<file path="src/rtl/rnu_pkg.sv">
package rnu_pkg;

    typedef enum logic [2:0] {
        ST_IDLE,
        ST_CHECK,
        ST_GCD_WAIT,
        ST_NUM_WAIT,
        ST_DEN_START,
        ST_DEN_WAIT,
        ST_FINISH
    } state_t;

    typedef enum logic [1:0] {
        OP_GCD,
        OP_NUM,
        OP_DEN
    } div_op_t;

    typedef struct packed {
        logic    load;
        logic    div_start;
        logic    div_take;
        logic    out_load;
        div_op_t op;
    } ctrl_cmd_t;

    typedef struct packed {
        logic nmag_zero;
        logic b_zero;
        logic div_busy;
        logic div_done;
    } dp_status_t;

endpackage

</file>
<file path="src/rtl/rnu_div.sv">
module rnu_div #(
    parameter int WIDTH = 32
) (
    input  logic             aclk,
    input  logic             aresetn,
    input  logic             start,
    input  logic [WIDTH-1:0] dividend,
    input  logic [WIDTH-1:0] divisor,
    output logic             busy,
    output logic             done,
    output logic [WIDTH-1:0] quotient,
    output logic [WIDTH-1:0] remainder
);

    localparam int CW = $clog2(WIDTH + 1);

    logic             busy_reg, busy_next;
    logic             done_reg, done_next;
    logic [CW-1:0]    cnt_reg, cnt_next;
    logic [WIDTH-1:0] rem_reg, rem_next;
    logic [WIDTH-1:0] quo_reg, quo_next;
    logic [WIDTH-1:0] dvs_reg, dvs_next;
    logic [WIDTH:0]   trial;

    // restoring division, one quotient bit per cycle
    assign trial = {rem_reg, quo_reg[WIDTH-1]} - {1'b0, dvs_reg};

    always_comb begin
        busy_next = busy_reg;
        done_next = 1'b0;
        cnt_next  = cnt_reg;
        rem_next  = rem_reg;
        quo_next  = quo_reg;
        dvs_next  = dvs_reg;
        if (start && !busy_reg) begin
            busy_next = 1'b1;
            cnt_next  = CW'(WIDTH);
            rem_next  = '0;
            quo_next  = dividend;
            dvs_next  = divisor;
        end else if (busy_reg) begin
            if (!trial[WIDTH]) begin
                rem_next = trial[WIDTH-1:0];
                quo_next = {quo_reg[WIDTH-2:0], 1'b1};
            end else begin
                rem_next = {rem_reg[WIDTH-2:0], quo_reg[WIDTH-1]};
                quo_next = {quo_reg[WIDTH-2:0], 1'b0};
            end
            cnt_next = cnt_reg - CW'(1);
            if (cnt_reg == CW'(1)) begin
                busy_next = 1'b0;
                done_next = 1'b1;
            end
        end
    end

    always_ff @(posedge aclk) begin
        if (!aresetn) begin
            busy_reg <= 1'b0;
            done_reg <= 1'b0;
        end else begin
            busy_reg <= busy_next;
            done_reg <= done_next;
        end
        cnt_reg <= cnt_next;
        rem_reg <= rem_next;
        quo_reg <= quo_next;
        dvs_reg <= dvs_next;
    end

    assign busy      = busy_reg;
    assign done      = done_reg;
    assign quotient  = quo_reg;
    assign remainder = rem_reg;

endmodule

</file>
<file path="src/rtl/rnu_datapath.sv">
module rnu_datapath #(
    parameter int DATA_WIDTH = 32
) (
    input  logic                       aclk,
    input  logic                       aresetn,
    input  rnu_pkg::ctrl_cmd_t         cmd,
    output rnu_pkg::dp_status_t        sts,
    input  logic [DATA_WIDTH-1:0]      num_in,
    input  logic [DATA_WIDTH-1:0]      den_in,
    output logic [DATA_WIDTH-1:0]      num_out,
    output logic [DATA_WIDTH-2:0]      den_out
);

    logic [DATA_WIDTH-1:0] nmag_reg, nmag_next;
    logic [DATA_WIDTH-1:0] dmag_reg, dmag_next;
    logic                  neg_reg, neg_next;
    logic [DATA_WIDTH-1:0] a_reg, a_next;
    logic [DATA_WIDTH-1:0] b_reg, b_next;
    logic [DATA_WIDTH-1:0] qn_reg, qn_next;
    logic [DATA_WIDTH-1:0] qd_reg, qd_next;
    logic [DATA_WIDTH-1:0] num_out_reg, num_out_next;
    logic [DATA_WIDTH-2:0] den_out_reg, den_out_next;

    logic [DATA_WIDTH-1:0] nmag_in, dmag_in;
    logic [DATA_WIDTH-1:0] div_dividend, div_divisor;
    logic [DATA_WIDTH-1:0] div_quo, div_rem;
    logic                  div_busy, div_done;

    // magnitude is exact in DATA_WIDTH unsigned bits, most negative included
    assign nmag_in = num_in[DATA_WIDTH-1] ? (~num_in + 1'b1) : num_in;
    assign dmag_in = den_in[DATA_WIDTH-1] ? (~den_in + 1'b1) : den_in;

    always_comb begin
        case (cmd.op)
            rnu_pkg::OP_GCD: begin
                div_dividend = a_reg;
                div_divisor  = b_reg;
            end
            rnu_pkg::OP_NUM: begin
                div_dividend = nmag_reg;
                div_divisor  = a_reg;
            end
            rnu_pkg::OP_DEN: begin
                div_dividend = dmag_reg;
                div_divisor  = a_reg;
            end
            default: begin
                div_dividend = a_reg;
                div_divisor  = b_reg;
            end
        endcase
    end

    rnu_div #(
        .WIDTH (DATA_WIDTH)
    ) u_div (
        .aclk      (aclk),
        .aresetn   (aresetn),
        .start     (cmd.div_start),
        .dividend  (div_dividend),
        .divisor   (div_divisor),
        .busy      (div_busy),
        .done      (div_done),
        .quotient  (div_quo),
        .remainder (div_rem)
    );

    always_comb begin
        nmag_next    = nmag_reg;
        dmag_next    = dmag_reg;
        neg_next     = neg_reg;
        a_next       = a_reg;
        b_next       = b_reg;
        qn_next      = qn_reg;
        qd_next      = qd_reg;
        num_out_next = num_out_reg;
        den_out_next = den_out_reg;
        if (cmd.load) begin
            nmag_next = nmag_in;
            dmag_next = dmag_in;
            neg_next  = num_in[DATA_WIDTH-1] ^ den_in[DATA_WIDTH-1];
            a_next    = nmag_in;
            b_next    = dmag_in;
        end
        if (cmd.div_take) begin
            case (cmd.op)
                rnu_pkg::OP_GCD: begin
                    a_next = b_reg;
                    b_next = div_rem;
                end
                rnu_pkg::OP_NUM: qn_next = div_quo;
                rnu_pkg::OP_DEN: qd_next = div_quo;
                default: begin
                    a_next = a_reg;
                end
            endcase
        end
        if (cmd.out_load) begin
            if (nmag_reg == '0) begin
                num_out_next = '0;
                den_out_next = {{(DATA_WIDTH-2){1'b0}}, 1'b1};
            end else begin
                num_out_next = neg_reg ? (~qn_reg + 1'b1) : qn_reg;
                // saturate the denominator at the largest positive value
                den_out_next = qd_reg[DATA_WIDTH-1] ? '1 : qd_reg[DATA_WIDTH-2:0];
            end
        end
    end

    always_ff @(posedge aclk) begin
        nmag_reg    <= nmag_next;
        dmag_reg    <= dmag_next;
        neg_reg     <= neg_next;
        a_reg       <= a_next;
        b_reg       <= b_next;
        qn_reg      <= qn_next;
        qd_reg      <= qd_next;
        num_out_reg <= num_out_next;
        den_out_reg <= den_out_next;
    end

    assign sts.nmag_zero = (nmag_reg == '0);
    assign sts.b_zero    = (b_reg == '0);
    assign sts.div_busy  = div_busy;
    assign sts.div_done  = div_done;

    assign num_out = num_out_reg;
    assign den_out = den_out_reg;

endmodule

</file>
<file path="src/rtl/rnu_ctrl.sv">
module rnu_ctrl (
    input  logic                aclk,
    input  logic                aresetn,
    input  logic                s_valid,
    output logic                s_ready,
    output logic                m_valid,
    input  logic                m_ready,
    input  rnu_pkg::dp_status_t sts,
    output rnu_pkg::ctrl_cmd_t  cmd
);

    rnu_pkg::state_t state_reg, state_next;
    logic            m_valid_reg, m_valid_next;

    always_ff @(posedge aclk) begin
        if (!aresetn) begin
            state_reg   <= rnu_pkg::ST_IDLE;
            m_valid_reg <= 1'b0;
        end else begin
            state_reg   <= state_next;
            m_valid_reg <= m_valid_next;
        end
    end

    always_comb begin
        state_next   = state_reg;
        cmd          = '0;
        cmd.op       = rnu_pkg::OP_GCD;
        s_ready      = 1'b0;
        m_valid_next = m_valid_reg && !m_ready;
        case (state_reg)
            rnu_pkg::ST_IDLE: begin
                s_ready = 1'b1;
                if (s_valid) begin
                    cmd.load   = 1'b1;
                    state_next = rnu_pkg::ST_CHECK;
                end
            end
            rnu_pkg::ST_CHECK: begin
                if (sts.nmag_zero) begin
                    state_next = rnu_pkg::ST_FINISH;
                end else if (sts.b_zero) begin
                    // remainder chain ended, gcd sits in a
                    cmd.op        = rnu_pkg::OP_NUM;
                    cmd.div_start = 1'b1;
                    state_next    = rnu_pkg::ST_NUM_WAIT;
                end else begin
                    cmd.op        = rnu_pkg::OP_GCD;
                    cmd.div_start = 1'b1;
                    state_next    = rnu_pkg::ST_GCD_WAIT;
                end
            end
            rnu_pkg::ST_GCD_WAIT: begin
                cmd.op = rnu_pkg::OP_GCD;
                if (sts.div_done) begin
                    cmd.div_take = 1'b1;
                    state_next   = rnu_pkg::ST_CHECK;
                end
            end
            rnu_pkg::ST_NUM_WAIT: begin
                cmd.op = rnu_pkg::OP_NUM;
                if (sts.div_done) begin
                    cmd.div_take = 1'b1;
                    state_next   = rnu_pkg::ST_DEN_START;
                end
            end
            rnu_pkg::ST_DEN_START: begin
                cmd.op        = rnu_pkg::OP_DEN;
                cmd.div_start = 1'b1;
                state_next    = rnu_pkg::ST_DEN_WAIT;
            end
            rnu_pkg::ST_DEN_WAIT: begin
                cmd.op = rnu_pkg::OP_DEN;
                if (sts.div_done) begin
                    cmd.div_take = 1'b1;
                    state_next   = rnu_pkg::ST_FINISH;
                end
            end
            rnu_pkg::ST_FINISH: begin
                // wait for the output register to free up
                if (!m_valid_reg || m_ready) begin
                    cmd.out_load = 1'b1;
                    m_valid_next = 1'b1;
                    state_next   = rnu_pkg::ST_IDLE;
                end
            end
            default: begin
                state_next = rnu_pkg::ST_IDLE;
            end
        endcase
    end

    assign m_valid = m_valid_reg;

endmodule

</file>
<file path="src/rtl/rational_normalizer_unit.sv">
// rational_normalizer_unit: reduces a signed fraction to canonical form
// slave beat: s_axis_tdata carries numerator and denominator (two's complement);
// master beat: m_axis_tdata carries the reduced numerator (sign of the fraction)
// and the non-negative reduced denominator; zero numerator gives 0/1, zero
// denominator gives +1/0 or -1/0
// one item is processed at a time: s_axis_tready is high only while the unit is
// idle, but a finished result may still sit in the output register then
// all division goes through one shared restoring divider, one quotient bit per
// cycle; the gcd takes one division per euclidean remainder step (at most about
// 46 for 32-bit operands), then numerator and denominator are each divided by
// the gcd; a zero numerator skips the divider
// reset (aresetn low, synchronous) returns the controller to idle and drops
// m_axis_tvalid; an item in flight is lost
// when the receiver stalls, the result holds in the output register and the
// unit finishes at most one more item, then waits until the beat is taken
module rational_normalizer_unit #(
    parameter int DATA_WIDTH = 32
) (
    input  logic                                  aclk,
    input  logic                                  aresetn,
    input  logic                                  s_axis_tvalid,
    output logic                                  s_axis_tready,
    // numerator_in, denominator_in
    input  logic [((2*DATA_WIDTH+7)/8)*8-1:0]     s_axis_tdata,
    output logic                                  m_axis_tvalid,
    input  logic                                  m_axis_tready,
    // numerator_out, denominator_out, zero pad
    output logic [((2*DATA_WIDTH+6)/8)*8-1:0]     m_axis_tdata
);

    localparam int OUT_W = ((2*DATA_WIDTH+6)/8)*8;
    localparam int PAD_W = OUT_W - (2*DATA_WIDTH-1);

    rnu_pkg::ctrl_cmd_t  cmd;
    rnu_pkg::dp_status_t sts;
    logic [DATA_WIDTH-1:0] num_out;
    logic [DATA_WIDTH-2:0] den_out;

    rnu_ctrl u_ctrl (
        .aclk    (aclk),
        .aresetn (aresetn),
        .s_valid (s_axis_tvalid),
        .s_ready (s_axis_tready),
        .m_valid (m_axis_tvalid),
        .m_ready (m_axis_tready),
        .sts     (sts),
        .cmd     (cmd)
    );

    rnu_datapath #(
        .DATA_WIDTH (DATA_WIDTH)
    ) u_dp (
        .aclk    (aclk),
        .aresetn (aresetn),
        .cmd     (cmd),
        .sts     (sts),
        .num_in  (s_axis_tdata[DATA_WIDTH-1:0]),
        .den_in  (s_axis_tdata[2*DATA_WIDTH-1:DATA_WIDTH]),
        .num_out (num_out),
        .den_out (den_out)
    );

    assign m_axis_tdata = {{PAD_W{1'b0}}, den_out, num_out};

    // the shared divider is never restarted while it is still iterating
    assert property (@(posedge aclk) disable iff (!aresetn)
        cmd.div_start |-> !sts.div_busy)
        else $error("divider started while busy");

    // a division result only appears right after the divider was iterating
    assert property (@(posedge aclk) disable iff (!aresetn)
        sts.div_done |-> $past(sts.div_busy))
        else $error("divider done without a running division");

    // a zero denominator only comes with a unit numerator
    assert property (@(posedge aclk) disable iff (!aresetn)
        m_axis_tvalid && (den_out == '0) |->
            (num_out == {{(DATA_WIDTH-1){1'b0}}, 1'b1}) || (num_out == '1))
        else $error("zero denominator with non-unit numerator");

    // a zero numerator always comes out over one
    assert property (@(posedge aclk) disable iff (!aresetn)
        m_axis_tvalid && (num_out == '0) |->
            (den_out == {{(DATA_WIDTH-2){1'b0}}, 1'b1}))
        else $error("zero numerator not over one");

endmodule
</file>
<file path="config.mk">
export PLATFORM = sky130hd
export DESIGN_NAME = rational_normalizer_unit
export DESIGN_NICKNAME = d
export VERILOG_FILES = /design/src/rtl/rnu_pkg.sv /design/src/rtl/rnu_div.sv /design/src/rtl/rnu_datapath.sv /design/src/rtl/rnu_ctrl.sv /design/src/rtl/rational_normalizer_unit.sv
export SDC_FILE = /design/constraint.sdc
export NUM_CORES = 1
export LEC_CHECK = 0
export BUFFER_PORTS_ARGS = -buffer_cell sky130_fd_sc_hd__buf_2
export CORE_MARGIN = 4
export CORE_UTILIZATION = 35
export CTS_CLUSTER_DIAMETER = 50
export DETAILED_ROUTE_END_ITERATION = 10
export PLACE_DENSITY = 0.47
export SYNTH_ARGS = -nofsm -noshare
export SYNTH_HDL_FRONTEND = slang
export SYNTH_SLANG_ARGS = --single-unit
</file>
<file path="constraint.sdc">
create_clock -name aclk -period 6.25 [get_ports aclk]
set_input_delay 0.3125 -clock aclk [delete_from_list [all_inputs] [get_ports aclk]]
set_output_delay 0.3125 -clock aclk [all_outputs]
set_load 0.005 [all_outputs]
</file>
* Yosys cells after proc, flatten, opt, wreduce, memory -nomap -nowiden
Index checks and enable logic that the tools add are counted.
** Word-level totals
- Output and inout port bits :: 66
- Register bits :: 364
- Word-level logic and storage cells :: 105
- Input bits :: 68
** Cells by class
- Bitwise gates (word level) :: 6
- Add/sub/neg operators :: 5
- Eq/ne operators :: 15
- Mux-type cells :: 42
- Reductions and logical operators :: 19
** Operators by type and width (number)
- 32-bit two-way mux :: 12
- 32-bit case mux with 2 select lines :: 2
- 32-bit by 1-bit adder with 32-bit output (second input constant) :: 3
- 32-bit inverter :: 3
- 32-bit zero test :: 2
- 33-bit by 32-bit subtractor with 33-bit output :: 1
- 31-bit two-way mux :: 1
- 3-bit case mux with 7 select lines :: 1
- 3-bit two-way mux :: 6
- 1-bit two-way mux :: 17
- 3-bit == test (second input constant) :: 3
- 2-bit by 1-bit != test with 1-bit output (second input constant) :: 4
- 3-bit by 2-bit == test with 1-bit output (second input constant) :: 2
- 6-bit by 1-bit == test with 1-bit output (second input constant) :: 1
- 2-bit case mux with 3 select lines :: 1
- 2-bit OR reduction :: 3
- 3-bit OR reduction :: 2
- 6-bit by 1-bit subtractor with 6-bit output (second input constant) :: 1
- 5-bit AND reduction :: 1
- 2-bit AND reduction :: 2
- 3-bit by 1-bit == test with 1-bit output (second input constant) :: 1
- 1-bit zero test :: 3
- 3-bit zero test :: 1
- 3-bit by 2-bit != test with 1-bit output (second input constant) :: 1
- 11 further kinds :: 13

* Logic depth before layout (Yosys ltp)
Gate-level depths: netlist of run 1.
- Depth after elaboration :: 8
- Mapped depth :: 14
- Mapped depth without buffers :: 12

* Cells and area by module
From an unflattened synthesis of run 1, not the netlist that was laid out.
** Second synthesis, totals
- Cell total of the unflattened synthesis :: 1718
- Area, all modules :: 18705.4 µm²
** By module, submodules not included
- rnu_datapath :: cells an instance 1094, area each 12580.8 µm², sequential area each 7367.1 µm², instances 1
- rnu_div :: cells an instance 582, area each 5815.6 µm², sequential area each 2722.6 µm², instances 1
- rnu_ctrl :: cells an instance 40, area each 297.8 µm², sequential area each 80.1 µm², instances 1
- rational_normalizer_unit :: cells an instance 2, area each 11.3 µm², sequential area each 0.0 µm², instances 1

* Worst setup path before layout of run 1
OpenSTA, ideal clock, no wires.
- Path type :: reg-to-reg
- From :: reg u_ctrl.state_reg[1]
- To :: reg u_dp.den_out_reg[0], in the netlist u_dp.den_out[0] (enable)
- Stages on the path, launching flop included :: 4
- Data arrival time :: 5011 ps
- Path slack :: 677 ps
- Setup time :: 562 ps
- Data required time :: 5688 ps
- Buffers on the path :: 1
- Clock period less this slack :: 5573 ps
- Path through :: dfxtp_1 -> clkbuf_1 -> nand2_1 -> nor3_1
** RTL lines
- start: declaration :: RTL line rnu_ctrl.sv:12 : rnu_pkg::state_t state_reg, state_next;
- start signal: assignment :: RTL line rnu_ctrl.sv:17 : state_reg <= rnu_pkg::ST_IDLE;
- start signal: assignment :: RTL line rnu_ctrl.sv:20 : state_reg <= state_next;
- end signal: assignment :: RTL line rnu_datapath.sv:119 : den_out_reg <= den_out_next;
- end: declaration :: RTL line rnu_datapath.sv:22 : logic [DATA_WIDTH-2:0] den_out_reg, den_out_next;

* Final worst setup path of run 1
- From :: reg u_dp.nmag_reg[4]
- To :: reg u_dp.qd_reg[4] (enable)
** Between the ends
- Word-level cells in the longest chain between the ends :: 5
** Ends and longest elaborated chain
- start: declaration :: RTL line rnu_datapath.sv:14 : logic [DATA_WIDTH-1:0] nmag_reg, nmag_next;
- start signal: assignment :: RTL line rnu_datapath.sv:111 : nmag_reg <= nmag_next;
- 32-bit zero test :: RTL line rnu_datapath.sv:122 : assign sts.nmag_zero = (nmag_reg == '0);
- 2-bit two-way mux :: RTL line rnu_ctrl.sv:40 : if (sts.nmag_zero) begin
- 2-bit case mux with 3 select lines :: RTL line rnu_ctrl.sv:31 : case (state_reg)
- 2-bit == test :: RTL line rnu_datapath.sv:86 : case (cmd.op)
- 2-bit AND reduction (no line)
- end signal: assignment :: RTL line rnu_datapath.sv:117 : qd_reg <= qd_next;
- end: declaration :: RTL line rnu_datapath.sv:20 : logic [DATA_WIDTH-1:0] qd_reg, qd_next;
No other way between the ends.
A chain may end at the register's enable or synchronous reset.

==> results.json, run 1 <==
{
  "drc_errors": 0,
  "p_comb_frac": 0.228,
  "crit_fanout": 64,
  "vias": 12900,
  "synth_warnings": 0,
  "port_buffers": 132,
  "coreArea_mm2": 0.0513,
  "clock-sinks": 364,
  "tns_ps": 0,
  "tightestPinTransition_ps": 1230,
  "p_leak_nw": 7.53,
  "dp_hpwl_mm": 35.5,
  "wl_met2_mm": 20.8,
  "ant_nets": 0,
  "setup_viol": 0,
  "status": "complete, no violations",
  "p_switching_mw": 2.54,
  "final-max-slew-violation-count": 0,
  "drive_gt1_frac": 0.149,
  "wl_per_cell_um": 19.0,
  "rsz0062_at_grt": "false",
  "grt_first_pass_wirelength_mm": 74.1,
  "critical_path_arrival_ps": 4410,
  "place_area_mm2": 0.0194,
  "track_usage": 0.168,
  "start_kind": "register",
  "dieArea_mm2": 0.0555,
  "die_height_um": 236,
  "post_cts_resized": 0,
  "finClkSkew_ps": 20.2,
  "clock_latency_ps": 560,
  "synth_area_leaders": "edfxtp_1 (48%), dfxtp_1 (8.4%), o21ai_0 (4.6%)",
  "p_int_mw": 5.49,
  "fin_crit_sh": 0.673,
  "hold_viol": 0,
  "cts_tree": "yes",
  "switching_share": 0.317,
  "drt-met1-wl_mm": 23.5,
  "area_growth_pct": 15.7,
  "antenna_found_initial": 1,
  "die_w_um": 236,
  "fin_area_mm2": 0.0210,
  "top_layer_used": "met5",
  "drt_iter0_drc": 939,
  "max_freq_mhz": 238,
  "place_congestion": 0.828,
  "clkPwrFrac": 0.322,
  "cap_violations": 0,
  "cp-end-kind": "register",
  "num_rows": 83,
  "slew-limit-headroom": 0.179,
  "required_ps": 6450,
  "start_util": 0.353,
  "num_io_pins": 134,
  "criticalPathCategory": "register to register",
  "vias_per_cell": 5.09,
  "yosysSeqAreaShare": 0.561,
  "clk_path_buf_depth": 3,
  "antenna_cells": 0,
  "power_per_cell_area_mw_per_mm2": 383,
  "synth_edf_count": 288,
  "synth_top_area_frac": 0.477,
  "firstDrtPassIters": 5,
  "cts_buffers": 45,
  "grt_overflow": 0,
  "netlist_instances": 1703,
  "vdd_ir_drop_max_mv": 0.175,
  "clkTransAtPathRegs_ps": 60,
  "finalNetCount": 1917,
  "syn-num-nets": 1812,
  "wl_met3_mm": 2.33,
  "clock-root-buffer": "clkbuf_16",
  "fin_crit_ps": 4210,
  "p_seq_frac": 0.450,
  "h-tree-depth": 2,
  "synth.distinct_cells": 64,
  "grt_pass1_vias": 12400,
  "yosysTopAreaCell": "edfxtp_1",
  "synth_seq_cells": 364,
  "synth.avg_cell_area_um2": 10.6,
  "hp-class": "primary input to register",
  "synth_area_mm2": 0.0181,
  "yosys_most_used_dff": "edfxtp_1",
  "ys_async_sr_fraction": 0,
  "finalPower_mw": 8.03,
  "wl_mm": 47.9,
  "grt_max_degree": 97
}
==> placed cells by master (no fill, tap or decap), drive strengths merged, types with 57 or more instances in the layout <==
cell type	netlist	routed
dfxtp	76	76
nand2	184	184
o21ai	169	169
nor2	198	198
edfxtp	288	288
a21oi	92	92
xnor2	65	65
mux2i	57	57
inv	60	64
buf	7	151
==> Yosys cell counts (2+ instances only) <==
| cell | instances |
|---|---|
| a21boi_0 | 2 |
| a211o_1 | 2 |
| nor4_1 | 25 |
| o22ai_1 | 3 |
| a32oi_1 | 12 |
| o31a_1 | 4 |
| o211ai_1 | 4 |
| buf_1 | 6 |
| edfxtp_1 | 288 |
| o41ai_1 | 9 |
| xor2_1 | 56 |
| a22oi_1 | 34 |
| a21oi_1 | 92 |
| clkbuf_1 | 87 |
| nand2_1 | 184 |
| mux2i_1 | 57 |
| or3_1 | 15 |
| or3_4 | 2 |
| nor3_1 | 18 |
| a41oi_1 | 2 |
| o31ai_1 | 26 |
| a21o_1 | 10 |
| mux2_2 | 32 |
| inv_1 | 59 |
| or2_2 | 5 |
| nand3b_1 | 2 |
| a211oi_1 | 7 |
| a221o_1 | 11 |
| ha_1 | 40 |
| o21ai_0 | 168 |
| xnor2_1 | 65 |
| o21bai_1 | 3 |
| or4_1 | 12 |
| nor2_1 | 198 |
| nand4_1 | 10 |
| nand2b_1 | 14 |
| dfxtp_1 | 76 |
| nor2b_1 | 10 |
| and2_1 | 8 |
| nand3_1 | 15 |
| o21a_1 | 6 |
| or4_4 | 2 |
==> cell type report <==
type,instances,area (um^2)
Clock inverter,28,264
Timing Repair Buffer,152,813
Sequential cell,364,10200
Fill cell,5025,30400
Clock buffer,56,1230
Inverter,60,228
Tap cell,680,851
Multi-Input combinational cell,1185,7400
==> final timing paths <==
check             cells past startpoint  slack (ps)               end                    start
setup / recovery                     11        2040    u_dp.qd_reg[4]         u_dp.nmag_reg[4]
hold reg to reg                       0         470   u_dp.qd_reg[21]  u_dp.u_div.quotient[21]
setup reg to reg                     11        2040    u_dp.qd_reg[4]         u_dp.nmag_reg[4]
hold / removal                        1          40  u_dp.nmag_reg[0]          s_axis_tdata[0]
==> timing repair <==
| action | CTS | global route |
|---|---|---|
| endpoints found under the setup margin | 0 | 0 |
| setup buffers | 0 | 0 |
| hold endpoints to repair | 1 | 0 |
| hold buffers | 1 | 0 |
==> power by group through the flow <==
stage | sequential, mW | clock (mW) | combinational, mW
after global placement | 3.65 | 0 | 1.82
after CTS | 3.61 | 2.65 | 1.84
after detailed placement | 3.65 | 0 | 1.83
after global routing | 3.66 | 2.77 | 2.07
final | 3.61 | 2.59 | 1.84
after floorplan | 3.44 | 0 | 1.37
==> metal layers <==
metal | up-vias | GRT usage
li1 | 6423 | -
met1 | 6042 | 0.246
met2 | 314 | 0.258
met3 | 69 | 0.0267
met4 | 2 | 0.0527
met5 | - | 0
==> through the flow <==
| step | cells | setup WS [ps] | hold WS [ps] | utilization |
|---|---|---|---|---|
| 2_1_floorplan | 1703 | 677 | 411 | - |
| 3_5_place_dp | 2440 | 1980 | 463 | 0.379 |
| 3_3_place_gp | 2440 | 2000 | 461 | 0.379 |
| 4_1_cts | 2525 | 1970 | 10.9 | 0.408 |
| 6_report | 2525 | 2040 | 40.3 | 0.408 |
| 5_1_grt | 2525 | 1640 | 30.8 | 0.408 |
==> critical path: stages (launching register included) <==
cell and delay (ps):
edfxtp_1 390, nor4_1 360, nand4_1 310, nor2_4 150
buf_4 500, nor2_1 120, nand4_1 130, nand2_1 110
inv_1 110, ha_1 990, and2_1 250, buf_4 400
==> kinds of logic after synthesis <==
logic type | Yosys count | synth area share
AO/OA/AOI/OAI | 408 | 0.139
multiplexers | 89 | 0.0514
adder cells (fa/ha/maj) | 41 | 0.0287
flip-flops | 364 | 0.561
AND/OR/NAND/NOR | 525 | 0.129
other | 1 | 0.000207
buffers and inverters | 154 | 0.0321
XOR/XNOR | 121 | 0.0585
Note: power is estimated with default switching activity, not from simulation.
==> run 2, diff against run 1 <==
PLACE_DENSITY = 0.49   (was 0.47)
clock period = 3.75 ns   (was 6.25 ns; I/O delays follow)
==> run 2 against run 1 <==
  * Critical endpoint is now u_dp.num_out[27]
  * Worst hold slack worse by 14 ps
  * Critical path depth fell by 3
  * Critical path type unchanged
  * Die area unchanged
  * Clock-buffer cell count down 1
  * Non-clock buffer count increased by 51
==> results.json, run 2 (synthesis results as in run 1) <==
{
  "hp-class": "primary input to register",
  "grt_first_pass_wirelength_mm": 74.2,
  "track_usage": 0.167,
  "antenna_found_initial": 1,
  "max_freq_mhz": 292,
  "start_kind": "register",
  "drive_gt1_frac": 0.157,
  "pre_cts_ws_ps": 342,
  "criticalPathCategory": "register to register",
  "die_w_um": 236,
  "vias": 13000,
  "multi_input_area_mm2": 0.00740,
  "dp_hpwl_mm": 35.2,
  "ant_nets": 0,
  "antenna_cells": 0,
  "hold_viol": 0,
  "die_height_um": 236,
  "coreArea_mm2": 0.0513,
  "grt_max_degree": 65,
  "area_growth_pct": 19.7,
  "critical_path_arrival_ps": 3710,
  "vdd_ir_drop_max_mv": 0.287,
  "start_util": 0.353,
  "required_ps": 4040,
  "finalPower_mw": 13.8,
  "num_io_pins": 134,
  "place_congestion": 0.841,
  "cp-end-kind": "register",
  "fin_crit_sh": 0.912,
  "dieArea_mm2": 0.0555,
  "num_rows": 83,
  "final-max-slew-violation-count": 0,
  "wl_mm": 47.8,
  "wl_per_cell_um": 18.5,
  "cts_buffers": 46,
  "cap_violations": 0,
  "tns_ps": 0,
  "crit_fanout": 4,
  "finClkSkew_ps": 13.8,
  "drt_iter0_drc": 888,
  "finalNonFillerCells": 2575,
  "p_leak_nw": 7.86,
  "setup_viol": 0,
  "clock-root-buffer": "clkbuf_16",
  "finalNetCount": 1969,
  "vias_per_cell": 5.05,
  "tightestPinTransition_ps": 1090,
  "post-cts-setup-buffers": 0,
  "clk_path_buf_depth": 3,
  "layout_setup_ws_ps": 329,
  "power_per_cell_area_mw_per_mm2": 635,
  "firstDrtPassIters": 5,
  "grt_overflow": 0,
  "cts_tree": "yes",
  "status": "complete, no violations",
  "fin_crit_ps": 3420,
  "port_buffers": 132,
  "seqCellArea_mm2": 0.0102,
  "clock-sinks": 364,
  "grt_pass1_vias": 12800,
  "drc_errors": 0,
  "h-tree-depth": 2,
  "layout_common_cells": "edfxtp_1 (288), nor2_1 (196), nand2_1 (183)",
  "clock_latency_ps": 570,
  "slew-limit-headroom": 0.273,
  "rsz0062_at_grt": "false",
  "fill_cells": 4931,
  "clkTransAtPathRegs_ps": 60,
  "mostFrequentLayoutCell": "edfxtp_1",
  "placedCellCount": 2458
}
[run 2: path summary, 6_finish.rpt]
kind	cells after the start	start	end	slack, ps
worst max-delay path	8	u_dp.qn_reg[8]	u_dp.num_out[27]	330
worst min-delay path	2	s_axis_tdata[40]	u_dp.dmag_reg[8]	30
worst max register to register	8	u_dp.qn_reg[8]	u_dp.num_out[27]	330
worst min register to register	0	u_dp.u_div.quotient[10]	u_dp.qd_reg[10]	480
[run 2: what timing repair did]
| action | 4_1_cts | 5_1_grt |
|---|---|---|
| hold buffers | 34 | 0 |
| resized for setup | 0 | 0 |
| hold endpoints to repair | 36 | 0 |
[run 2: area by class of cell]
class                           instances  share of cell area
Sequential cell                       364               0.469
Multi-Input combinational cell       1185               0.342
Timing Repair Buffer                  203              0.0659
Tap cell                              680              0.0393
Clock inverter                         28              0.0170
Clock buffer                           55              0.0566
Inverter                               60              0.0105
[run 2: metal layers]
metal / vias up / share of wire / track usage / wire, um
met2: 292 / 0.44 / 0.259 / 21100
met1: 6137 / 0.48 / 0.242 / 23100
met4: 2 / 0.027 / 0.0468 / 1270
met3: 68 / 0.047 / 0.0301 / 2250
met5: - / 0.00027 / 0 / 13
li1: 6509 / - / - / -
[run 2: critical path: stages (launching register included)]
cell,delay (ps)
edfxtp_1,410
or3_1,440
or4_1,470
or3_1,430
or2_2,330
or4_1,490
o41ai_1,340
xor2_1,190
nor2_1,50
[run 2: where the power goes]
group          internal (mW)  leakage, nW  switching (mW)  total (mW)
registers               5.32         3.33           0.692        6.01
logic                   1.29         3.75            1.85        3.14
clock network           2.85        0.775            1.76        4.61
total                   9.45         7.86            4.31        13.8
[run 2: stage by stage]
stage,instance area (um^2),hold WS [ps],utilization
detailed placement,19700,466,0.385
global placement,19700,463,0.385
finish,21700,26.6,0.422
CTS,21700,0.996,0.422
global route,21700,16.5,0.422
floorplan,18100,286,-
